File: src/skt_pkg.sv
`timescale 1ns / 1ps
// shared types and constants for the sorted key table
// no dependencies; used by skt_cell and sorted_key_table_unit
package skt_pkg;

  localparam int CAPACITY = 16;
  localparam int IDX_W    = $clog2(CAPACITY);
  localparam int CNT_W    = $clog2(CAPACITY + 1);
  localparam int KEY_W    = 32;
  localparam int HANDLE_W = 16;

  typedef enum logic [1:0] {
    MODE_INSERT = 2'd0,
    MODE_LOOKUP = 2'd1,
    MODE_DELETE = 2'd2,
    MODE_RANGE  = 2'd3
  } mode_t;

  typedef enum logic [2:0] {
    ST_OK       = 3'd0,
    ST_DUP      = 3'd1,
    ST_FULL     = 3'd2,
    ST_NOTFOUND = 3'd3,
    ST_EMPTY    = 3'd4
  } status_t;

  typedef enum logic [1:0] {
    OP_HOLD   = 2'd0,
    OP_CMP    = 2'd1,
    OP_INSERT = 2'd2,
    OP_DELETE = 2'd3
  } cell_op_t;

  // broadcast to every cell
  typedef struct packed {
    cell_op_t                   op;
    logic signed [KEY_W-1:0]    key;
    logic signed [KEY_W-1:0]    key_high;
    logic        [HANDLE_W-1:0] handle;
  } cell_cmd_t;

  // compare results held in each cell
  typedef struct packed {
    logic at;  // unoccupied, or key >= search key
    logic eq;  // occupied and key == search key
    logic le;  // key <= upper bound
  } cell_flags_t;

endpackage

File: src/sorted_key_table_unit.sv
`timescale 1ns / 1ps
// top level of the sorted key table: request sequencer over a chain of skt_cell
// depends on skt_pkg and skt_cell
//
// usage:
//   a request (in_mode, in_key, in_key_high, in_handle) is taken on a clock edge
//   with start high and busy low. busy drops in the cycle that carries the last
//   result of that request.
//   results appear on out_* for exactly one cycle each, marked by out_strobe;
//   out_last flags the final result of a request. the receiver cannot stall.
//   timing: every cell compares its entry with the key in state S_CMP, the next
//   cycle (S_EXEC) picks the position and shifts the chain one step for insert
//   or delete. insert, lookup, delete and an empty range query register their
//   result in S_EXEC; busy is already low in the cycle that shows it, so the next
//   request can be taken on the edge that ends that cycle. a range query of n
//   matching entries steps through S_RANGE and drives one result per cycle.
//   the per-entry range stepping through the cell read mux sets the range rate.
//   reset empties the table (entry count zero) and needs no clearing pass.
module sorted_key_table_unit (
  input  logic                                clk,
  input  logic                                rst_n,
  input  logic                                start,
  output logic                                busy,
  input  logic [1:0]                          in_mode,
  input  logic signed [skt_pkg::KEY_W-1:0]    in_key,
  input  logic signed [skt_pkg::KEY_W-1:0]    in_key_high,
  input  logic [skt_pkg::HANDLE_W-1:0]        in_handle,
  output logic                                out_strobe,
  output logic [2:0]                          out_status,
  output logic signed [skt_pkg::KEY_W-1:0]    out_found_key,
  output logic [skt_pkg::HANDLE_W-1:0]        out_found_handle,
  output logic [skt_pkg::IDX_W-1:0]           out_position,
  output logic                                out_last
);

  typedef enum logic [1:0] {
    S_IDLE,
    S_CMP,
    S_EXEC,
    S_RANGE
  } state_t;

  state_t                             state_r, state_nxt;
  skt_pkg::mode_t                     mode_r;
  logic signed [skt_pkg::KEY_W-1:0]   key_r, key_high_r;
  logic [skt_pkg::HANDLE_W-1:0]       handle_r;
  logic [skt_pkg::CNT_W-1:0]          count_r, count_nxt;
  logic [skt_pkg::IDX_W-1:0]          ptr_r, ptr_nxt;

  logic                               strobe_r, strobe_nxt;
  skt_pkg::status_t                   status_r, status_nxt;
  logic signed [skt_pkg::KEY_W-1:0]   fkey_r, fkey_nxt;
  logic [skt_pkg::HANDLE_W-1:0]       fhandle_r, fhandle_nxt;
  logic [skt_pkg::IDX_W-1:0]          pos_r, pos_nxt;
  logic                               last_r, last_nxt;

  skt_pkg::cell_cmd_t                 cmd;
  skt_pkg::cell_flags_t               flags [skt_pkg::CAPACITY];
  logic signed [skt_pkg::KEY_W-1:0]   cell_key [skt_pkg::CAPACITY];
  logic [skt_pkg::HANDLE_W-1:0]       cell_handle [skt_pkg::CAPACITY];
  logic [skt_pkg::CAPACITY-1:0]       occ, at_vec, eq_vec, le_vec;

  logic [skt_pkg::CNT_W-1:0]          idx;
  logic [skt_pkg::IDX_W-1:0]          idx_s;
  logic                               hit, idx_in;
  logic [skt_pkg::CNT_W-1:0]          ptr_inc;
  logic                               more;

  // ---------------------------------------------------------------- cell chain
  genvar gi;
  generate
    for (gi = 0; gi < skt_pkg::CAPACITY; gi++) begin : g_cell
      logic                               l_at;
      logic signed [skt_pkg::KEY_W-1:0]   l_key, r_key;
      logic [skt_pkg::HANDLE_W-1:0]       l_handle, r_handle;

      if (gi == 0) begin : g_first
        assign l_at     = 1'b0;
        assign l_key    = cell_key[gi];
        assign l_handle = cell_handle[gi];
      end else begin : g_mid
        assign l_at     = flags[gi-1].at;
        assign l_key    = cell_key[gi-1];
        assign l_handle = cell_handle[gi-1];
      end
      if (gi == skt_pkg::CAPACITY - 1) begin : g_last
        assign r_key    = cell_key[gi];
        assign r_handle = cell_handle[gi];
      end else begin : g_inner
        assign r_key    = cell_key[gi+1];
        assign r_handle = cell_handle[gi+1];
      end

      assign occ[gi]    = (skt_pkg::CNT_W'(gi) < count_r);
      assign at_vec[gi] = flags[gi].at;
      assign eq_vec[gi] = flags[gi].eq;
      assign le_vec[gi] = flags[gi].le;

      skt_cell u_cell (
        .clk          (clk),
        .rst_n        (rst_n),
        .cmd          (cmd),
        .occ          (occ[gi]),
        .left_at      (l_at),
        .left_key     (l_key),
        .left_handle  (l_handle),
        .right_key    (r_key),
        .right_handle (r_handle),
        .key_o        (cell_key[gi]),
        .handle_o     (cell_handle[gi]),
        .flags_o      (flags[gi])
      );
    end
  endgenerate

  // first cell at or past the search key
  always_comb begin
    idx = skt_pkg::CNT_W'(skt_pkg::CAPACITY);
    for (int i = skt_pkg::CAPACITY - 1; i >= 0; i--) begin
      if (at_vec[i]) idx = skt_pkg::CNT_W'(i);
    end
  end

  assign idx_s   = idx[skt_pkg::IDX_W-1:0];
  assign idx_in  = (idx < count_r);
  assign hit     = |eq_vec;
  assign ptr_inc = skt_pkg::CNT_W'(ptr_r) + skt_pkg::CNT_W'(1);
  assign more    = (ptr_inc < count_r) && le_vec[ptr_inc[skt_pkg::IDX_W-1:0]];

  // ---------------------------------------------------------------- sequencer
  always_comb begin
    state_nxt   = state_r;
    count_nxt   = count_r;
    ptr_nxt     = ptr_r;
    strobe_nxt  = 1'b0;
    status_nxt  = status_r;
    fkey_nxt    = fkey_r;
    fhandle_nxt = fhandle_r;
    pos_nxt     = pos_r;
    last_nxt    = last_r;

    cmd.op       = skt_pkg::OP_HOLD;
    cmd.key      = key_r;
    cmd.key_high = key_high_r;
    cmd.handle   = handle_r;

    unique case (state_r)
      S_IDLE: begin
        if (start) state_nxt = S_CMP;
      end
      S_CMP: begin
        cmd.op    = skt_pkg::OP_CMP;
        state_nxt = S_EXEC;
      end
      S_EXEC: begin
        strobe_nxt  = 1'b1;
        last_nxt    = 1'b1;
        state_nxt   = S_IDLE;
        fkey_nxt    = key_r;
        fhandle_nxt = '0;
        pos_nxt     = '0;
        unique case (mode_r)
          skt_pkg::MODE_INSERT: begin
            if (hit) begin
              status_nxt  = skt_pkg::ST_DUP;
              fkey_nxt    = cell_key[idx_s];
              fhandle_nxt = cell_handle[idx_s];
              pos_nxt     = idx_s;
            end else if (count_r == skt_pkg::CNT_W'(skt_pkg::CAPACITY)) begin
              status_nxt = skt_pkg::ST_FULL;
            end else begin
              cmd.op      = skt_pkg::OP_INSERT;
              count_nxt   = count_r + skt_pkg::CNT_W'(1);
              status_nxt  = skt_pkg::ST_OK;
              fhandle_nxt = handle_r;
              pos_nxt     = idx_s;
            end
          end
          skt_pkg::MODE_LOOKUP, skt_pkg::MODE_DELETE: begin
            if (hit) begin
              status_nxt  = skt_pkg::ST_OK;
              fkey_nxt    = cell_key[idx_s];
              fhandle_nxt = cell_handle[idx_s];
              pos_nxt     = idx_s;
              if (mode_r == skt_pkg::MODE_DELETE) begin
                cmd.op    = skt_pkg::OP_DELETE;
                count_nxt = count_r - skt_pkg::CNT_W'(1);
              end
            end else begin
              status_nxt = skt_pkg::ST_NOTFOUND;
            end
          end
          skt_pkg::MODE_RANGE: begin
            if (idx_in && le_vec[idx_s]) begin
              strobe_nxt = 1'b0;
              ptr_nxt    = idx_s;
              state_nxt  = S_RANGE;
            end else begin
              status_nxt = skt_pkg::ST_EMPTY;
            end
          end
          default: ;
        endcase
      end
      S_RANGE: begin
        strobe_nxt  = 1'b1;
        status_nxt  = skt_pkg::ST_OK;
        fkey_nxt    = cell_key[ptr_r];
        fhandle_nxt = cell_handle[ptr_r];
        pos_nxt     = ptr_r;
        last_nxt    = !more;
        if (more) begin
          ptr_nxt = ptr_inc[skt_pkg::IDX_W-1:0];
        end else begin
          state_nxt = S_IDLE;
        end
      end
      default: state_nxt = S_IDLE;
    endcase
  end

  always_ff @(posedge clk) begin
    if (!rst_n) begin
      state_r  <= S_IDLE;
      count_r  <= '0;
      strobe_r <= 1'b0;
    end else begin
      state_r  <= state_nxt;
      count_r  <= count_nxt;
      strobe_r <= strobe_nxt;
    end
    ptr_r     <= ptr_nxt;
    status_r  <= status_nxt;
    fkey_r    <= fkey_nxt;
    fhandle_r <= fhandle_nxt;
    pos_r     <= pos_nxt;
    last_r    <= last_nxt;
    // request fields captured on the input transfer
    if (state_r == S_IDLE && start) begin
      mode_r     <= skt_pkg::mode_t'(in_mode);
      key_r      <= in_key;
      key_high_r <= in_key_high;
      handle_r   <= in_handle;
    end
  end

  assign busy             = (state_r != S_IDLE);
  assign out_strobe       = strobe_r;
  assign out_status       = status_r;
  assign out_found_key    = fkey_r;
  assign out_found_handle = fhandle_r;
  assign out_position     = pos_r;
  assign out_last         = last_r;

endmodule

File: src/skt_cell.sv
`timescale 1ns / 1ps
// one slot of the sorted chain: holds an entry, compares it, shifts left or right
// depends on skt_pkg
module skt_cell (
  input  logic                               clk,
  input  logic                               rst_n,
  input  skt_pkg::cell_cmd_t                 cmd,
  input  logic                               occ,
  input  logic                               left_at,
  input  logic signed [skt_pkg::KEY_W-1:0]   left_key,
  input  logic        [skt_pkg::HANDLE_W-1:0] left_handle,
  input  logic signed [skt_pkg::KEY_W-1:0]   right_key,
  input  logic        [skt_pkg::HANDLE_W-1:0] right_handle,
  output logic signed [skt_pkg::KEY_W-1:0]   key_o,
  output logic        [skt_pkg::HANDLE_W-1:0] handle_o,
  output skt_pkg::cell_flags_t               flags_o
);

  logic signed [skt_pkg::KEY_W-1:0]    key_r;
  logic        [skt_pkg::HANDLE_W-1:0] handle_r;
  skt_pkg::cell_flags_t                flags_r;

  always_ff @(posedge clk) begin
    if (!rst_n) begin
      flags_r <= '0;
    end else if (cmd.op == skt_pkg::OP_CMP) begin
      flags_r.at <= !occ || (key_r >= cmd.key);
      flags_r.eq <= occ && (key_r == cmd.key);
      flags_r.le <= (key_r <= cmd.key_high);
    end
  end

  always_ff @(posedge clk) begin
    case (cmd.op)
      skt_pkg::OP_INSERT: begin
        // cells past the insert point take their left neighbor; the cell at the insert point takes the new entry
        if (left_at) begin
          key_r    <= left_key;
          handle_r <= left_handle;
        end else if (flags_r.at) begin
          key_r    <= cmd.key;
          handle_r <= cmd.handle;
        end
      end
      skt_pkg::OP_DELETE: begin
        if (flags_r.at) begin
          key_r    <= right_key;
          handle_r <= right_handle;
        end
      end
      default: ;
    endcase
  end

  assign key_o    = key_r;
  assign handle_o = handle_r;
  assign flags_o  = flags_r;

endmodule
File: config.mk
export PLATFORM = sky130hd
export DESIGN_NAME = sorted_key_table_unit
export DESIGN_NICKNAME = d
export VERILOG_FILES = /design/src/skt_pkg.sv /design/src/sorted_key_table_unit.sv /design/src/skt_cell.sv
export SDC_FILE = /design/constraint.sdc
export NUM_CORES = 2
export LEC_CHECK = 0
export BUFFER_PORTS_ARGS = -buffer_cell sky130_fd_sc_hd__buf_2
export CAP_MARGIN = 15
export CORE_UTILIZATION = 36
export DETAILED_ROUTE_END_ITERATION = 10
export GPL_ROUTABILITY_DRIVEN = 0
export SYNTH_ARGS = -nofsm -noshare
export SYNTH_HDL_FRONTEND = slang
export SYNTH_SLANG_ARGS = --single-unit
export TNS_END_PERCENT = 100
File: constraint.sdc
create_clock -name clk -period 16.2 [get_ports clk]
set_clock_uncertainty 0.1 [all_clocks]
set_input_delay 0.81 -clock clk [delete_from_list [all_inputs] [get_ports clk]]
set_output_delay 0.81 -clock clk [all_outputs]
set_load 0.05 [all_outputs]
# [Word level (Yosys, flattened, before mapping)]
# Cells that the tools add are included.
[totals] ff_bits=966 elab_cells=497 out_inout_bits=58
[classes] n_reduce_logical=82 mux=197 eq_ne=66 bitwise=2 magnitude_cmp=54 n_addsub=3
[ops] operator="$mux 32" count=52
[ops] operator="$pmux 32 s2" count=16
[ops] operator="$mux 16" count=53
[ops] operator="$pmux 16 s2" count=17
[ops] operator="$eq 32x32->1" count=16
[ops] operator="$ge 32x32->1" count=16
[ops] operator="$le 32x32->1" count=16
[ops] operator="$bmux 32 s4" count=2
[ops] operator="$bmux 16 s4" count=2
[ops] operator="$mux 5" count=20
[ops] operator="$reduce_and 3->1" count=15
[ops] operator="$ne 3x1->1 const B" count=14
[ops] operator="$lt 4x5->1 const A" count=8
[ops] operator="$ne 2x1->1 const B" count=16
[ops] operator="$mux 4" count=6
[ops] operator="$pmux 4 s2" count=3
[ops] operator="$mux 2" count=11
[ops] operator="$lt 3x5->1 const A" count=4
[ops] operator="$logic_and 1x1->1" count=19
[ops] operator="$ne 2x2->1 const B" count=9
[ops] operator="$logic_not 1->1" count=17
[ops] operator="$logic_or 1x1->1" count=16
[ops] operator="$reduce_or 16->1" count=1
[ops] operator="$eq 2x2->1 const B" count=6
[ops] operator="28 further kinds" count=49

# [Depth between registers and ports, before layout]
[depth] ltp_word=23 mapped_depth=16 ltp_nobuf=13

# [Cells and area by module]
# Synthesis repeated with hierarchy kept, for this count alone.
[hier_totals] cells_unflattened=8931 hier_area_um2=85420.7
[by_module_without_submodules] mod="skt_cell" area_per_inst_um2=4172.8 cells_each=454 instances=16
[by_module_without_submodules] mod="sorted_key_table_unit" area_per_inst_um2=18656.6 cells_each=1667 instances=1

# [Worst setup path after synthesis]
# Ideal clock, no wire load.
[synth_path] kind="register -> register" start="register count_r[0] (netlist bit)" end="register g_cell[15].u_cell.handle_r (netlist bit g_cell[15].u_cell.handle_o[0]) (enable)" path_stages_with_launch=9 path_slack_ns=10.473 n_path_buf=1 t_arrival_ns=5.103 required_ns=15.576 path_cell_list="dfxtp_1 > clkbuf_1 > inv_1 > ha_1 > nand3_1 > nand2_1 > o21ai_0 > nand4b_1 > nor3b_1"
[synth_via] elab_chain_cells=7
[synth_lines] item="start: declaration" line="sorted_key_table_unit.sv:47" source="logic [skt_pkg::CNT_W-1:0] count_r, count_nxt;"
[synth_lines] item="start signal: assignment" line="sorted_key_table_unit.sv:229" source="count_r <= count_nxt;"
[synth_lines] item="$eq 5x5->1" line="sorted_key_table_unit.sv:169" source="end else if (count_r == skt_pkg::CNT_W'(skt_pkg::CAPACITY)) begin"
[synth_lines] item="$mux 2" line="sorted_key_table_unit.sv:169"
[synth_lines] item="$mux 2" line="sorted_key_table_unit.sv:164" source="if (hit) begin"
[synth_lines] item="$pmux 2 s2" line="sorted_key_table_unit.sv:162" source="unique case (mode_r)"
[synth_lines] item="$pmux 2 s2" line="sorted_key_table_unit.sv:147" source="unique case (state_r)"
[synth_lines] item="$eq 2x2->1" line="skt_cell.sv:34" source="case (cmd.op)"
[synth_lines] item="$reduce_and 2->1 (no line)"
[synth_lines] item="end signal: assignment" line="skt_cell.sv:39" source="handle_r <= left_handle;"
[synth_lines] item="end signal: assignment" line="skt_cell.sv:42" source="handle_r <= cmd.handle;"
[synth_lines] item="end signal: assignment" line="skt_cell.sv:48" source="handle_r <= right_handle;"
[synth_lines] item="end: declaration" line="skt_cell.sv:20" source="logic [skt_pkg::HANDLE_W-1:0] handle_r;"
# No other way between the ends.
# A chain may end at the register's enable or synchronous reset.

# [Worst setup path in the final report]
[layout_path] start="register g_cell[4].u_cell.flags_r (netlist bit g_cell[4].u_cell.flags_o[1])" end="register g_cell[0].u_cell.key_r (netlist bit g_cell[0].u_cell.key_o[1]), data pin"
[layout_via] elab_chain_cells=6
[layout_lines] item="start: declaration" line="skt_cell.sv:21" source="skt_pkg::cell_flags_t flags_r;"
[layout_lines] item="$reduce_or 16->1 (*)" line="sorted_key_table_unit.sv:126" source="assign hit = |eq_vec;"
[layout_lines] item="$mux 2 (on tied branches)" line="sorted_key_table_unit.sv:180, sorted_key_table_unit.sv:164"
[layout_lines] item="$pmux 2 s2 (*)" line="sorted_key_table_unit.sv:162"
[layout_lines] item="$pmux 2 s2 (*)" line="sorted_key_table_unit.sv:147"
[layout_lines] item="$eq 2x2->1" line="skt_cell.sv:34"
[layout_lines] item="$pmux 32 s2 (*)" line="skt_cell.sv:34"
[layout_lines] item="end signal: assignment" line="skt_cell.sv:38" source="key_r <= left_key;"
[layout_lines] item="end signal: assignment" line="skt_cell.sv:41" source="key_r <= cmd.key;"
[layout_lines] item="end signal: assignment" line="skt_cell.sv:47" source="key_r <= right_key;"
[layout_lines] item="end: declaration" line="skt_cell.sv:19" source="logic signed [skt_pkg::KEY_W-1:0] key_r;"
# Every way passes the cells marked *; elsewhere a longest branch is shown, timed or not.

==> metrics.txt <==
DRC viols 16; hold_buf cts 0; Via Count 74.5k; Die H 478 um; total global routing track utilization 0.303; slew of the pin with the lowest slew margin 1.39 ns; status finished with violations; Final Cycle Share 0.380; DR WL/cell 31.9 um; Sw Ratio 0.394; WP data arrival 6.66 ns; failing checks DRC; Max-cap violations 0; power share of the clock group 0.301; post-CTS resize count 0; layout cell share with drive strength beyond 1 0.107; Cell Pwr Density 106 mW/mm^2; peak per-stage delay on the critical path 0.86 ns; core area 0.225 mm^2; Setup TNS 0 ns; register area share after synthesis 0.349; peak supply drop 94.6 uV; Synth Instances 8312; largest net degree at the start of global routing 246; CTS H-Tree Depth 3; Rel. slew slack 0.0673; final setup fails 0; pre-CTS WS 10.33 ns; post-route setup slack 10.05 ns; Top FF cell, synth edfxtp_1; CP Max Fanout 204; area grow syn2layout 9.43%; full die area 0.228 mm^2; Vias per Instance 6.63; iteration count of the initial detailed-routing pass 11; final WL 359 mm; WS Path Type flop to flop; Sw Pwr 3.72 mW; max-slew violations 0; Rows 174; worst-skew pair later-pin latency 0.86 ns; Mean Syn Cell Area 9.81 um^2; GRT Residual Overflow 0; CTS tree built; Synth warnings 0; CTS Buf Count 117; CTS root buf clkbuf_16; Bufs on Longest Clock Path 3; DR iter-0 viols 11.3k; Critical-path top delay cell buf_4; vias in the first global route 69.3k; final net count 9266; setup bufs post-CTS 0; critical-path cell list nor4_1 -> nand4_1 -> nand2_1 -> o21ai_0 -> nand4b_1 -> buf_4 -> or2_4 -> buf_12 -> buf_4 -> buf_4 -> mux2_2; Post-DRT Antenna Nets 0; PortBufs 142; total power 9.44 mW; EDFF count, synth 910; fill cell count 21.7k; final hold viol count 0; sequential share of power 0.330; clk slew on worst S/H paths 0.07 ns; Placement Cell Area 0.0852 mm^2; fmax 163 MHz; CP endpoint kind flop; initial core utilization 0.363; CTS Sinks 966; hpwl dp 245 mm; Crit path top cell by count buf_4; Comb pwr share 0.369; Die Wd 478 um; RSZ-0062 raised after global routing no; I/O pin count 143; min cycle time layout 6.15 ns; Post-synth ARST share 0; Synth Cell Area 0.0816 mm^2; required time worst endpoint 16.71 ns; initial antenna violation count 35; Startpoint Class flop; number of library cell types mapped by synthesis 76; first-pass GRT wire length 505 mm; register bit total from synthesis 966; HP Class input port to flop; Static Leak 34.6 nW; design area 0.0893 mm^2; Synth Net Count 9443; internal power 5.73 mW
==> worst paths after layout <==
| kind | from | endpoint | slack (ns) | cells after the start |
|---|---|---|---|---|
| hold reg to reg | g_cell[9].u_cell.flags_o[1] | g_cell[9].u_cell.flags_o[1] | 0.37 | 2 |
| hold / removal | in_key_high[1] | key_high_r[1] | 0.03 | 1 |
| setup reg to reg | g_cell[4].u_cell.flags_o[1] | g_cell[0].u_cell.key_o[1] | 10.05 | 11 |
| setup / recovery | g_cell[4].u_cell.flags_o[1] | g_cell[0].u_cell.key_o[1] | 10.05 | 11 |
==> worst max-delay path: cells and delay by family, from the launching register on <==
kind | cells | cell delay (ns)
mux | 1 | 0.41
buf+inv | 4 | 2.68
compound gates | 1 | 0.11
flops | 1 | 0.32
simple gates | 5 | 1.93
==> state kept, by name, indices dropped and copies added, names as in the netlist <==
register	flops
g_cell.u_cell.flags_o	48
count_r	5
mode_r	2
state_r	2
key_high_r	32
key_r	32
out_found_handle	16
ptr_r	4
g_cell.u_cell.handle_o	256
out_found_key	32
out_position	4
g_cell.u_cell.key_o	512
out_last	1
out_strobe	1
out_status	3
handle_r	16
==> area by class of cell <==
type	count	area (um^2)	area share
Tap cell	2992	3740	0.0419
Inverter	119	449	0.00503
Timing Repair Buffer	302	2020	0.0227
Sequential cell	966	28500	0.319
Clock buffer	131	3040	0.0341
Multi-Input combinational cell	6629	50500	0.566
Clock inverter	93	945	0.0106
Antenna cell	11	27.5	0.000308
==> metal layers <==
metal  vias to the layer above  part of all wire  GRT usage
met2                      5669              0.41      0.437
met5                         -           0.00051          0
li1                      31500                 -          -
met1                     36000              0.38      0.394
met4                        32             0.071      0.190
met3                      1285              0.14     0.0899
==> synthesized netlist by cell type, types with 56 or more instances <==
cell type  number  area share
mux2_2         66      0.0091
nand2_1       760       0.035
edfxtp_1      910        0.34
nor2_1        888       0.041
a21o_1        184       0.017
mux4_2        247       0.068
nor3_1         74      0.0045
a21oi_1       974       0.060
buf_2         136      0.0083
mux2i_1       691       0.085
dfxtp_1        56       0.014
ha_1         1046        0.16
nand4_1       195       0.015
inv_1         116      0.0053
o211ai_1       71      0.0065
clkbuf_1      435       0.020
nand3_1       175       0.011
nor2b_1        82      0.0063
o21ai_0       287       0.018
and3_1        173       0.013
a211oi_1      136       0.013
a31oi_1       166       0.013
==> metrics by stage <==
stage / hold slack, ns / instances / util
final: 0.0287 / 11200 / 0.397
after global routing: 0.0340 / 11200 / 0.397
after CTS: 0.0108 / 11200 / 0.397
after detailed placement: 0.355 / 11000 / 0.379
after global placement: 0.355 / 11000 / 0.379
after floorplan: 0.341 / 8312 / -
==> kinds of logic after synthesis <==
| family | Yosys count | share of synthesized area |
|---|---|---|
| AND/OR/NAND/NOR | 2458 | 0.135 |
| buffers and inverters | 717 | 0.0351 |
| multiplexers | 1005 | 0.162 |
| XOR/XNOR | 9 | 0.000967 |
| flip-flops | 966 | 0.349 |
| AO/OA/AOI/OAI | 2111 | 0.157 |
| adder cells (fa/ha/maj) | 1046 | 0.160 |
==> cell usage in the layout (no fill, tap or decap), types with 20 or more instances in the layout <==
master,synthesis,final
a21o_1,184,184
o21bai_1,26,26
edfxtp_1,910,910
nand3_1,175,175
a221oi_1,43,43
inv_1,116,115
a31oi_1,166,165
ha_1,1046,1044
nor2_4,0,20
o21a_1,40,40
nand2_1,760,758
mux2_2,66,66
nor4_1,27,23
mux4_2,247,247
a32o_1,31,31
clkbuf_16,0,120
a21oi_1,974,974
nand2b_1,23,21
buf_4,0,150
dfxtp_1,56,41
nor2b_1,82,82
buf_2,136,142
o21ai_0,287,287
a211oi_1,136,136
nand4_1,195,195
o211ai_1,71,71
nor2_1,888,868
and3_1,173,173
nor3_1,74,72
mux2i_1,691,691
clkinv_2,0,31
clkinv_1,1,30
==> power groups by stage <==
| stage | sequential (mW) | combinational [mW] | clock [mW] |
|---|---|---|---|
| global placement | 3.16 | 3.27 | 0 |
| floorplan | 3.04 | 2.35 | 0 |
| detailed placement | 3.17 | 3.34 | 0 |
| finish | 3.12 | 3.49 | 2.84 |
| CTS | 3.12 | 3.35 | 2.86 |
| global route | 3.12 | 3.66 | 2.94 |
(Power assumes the default switching activity.)
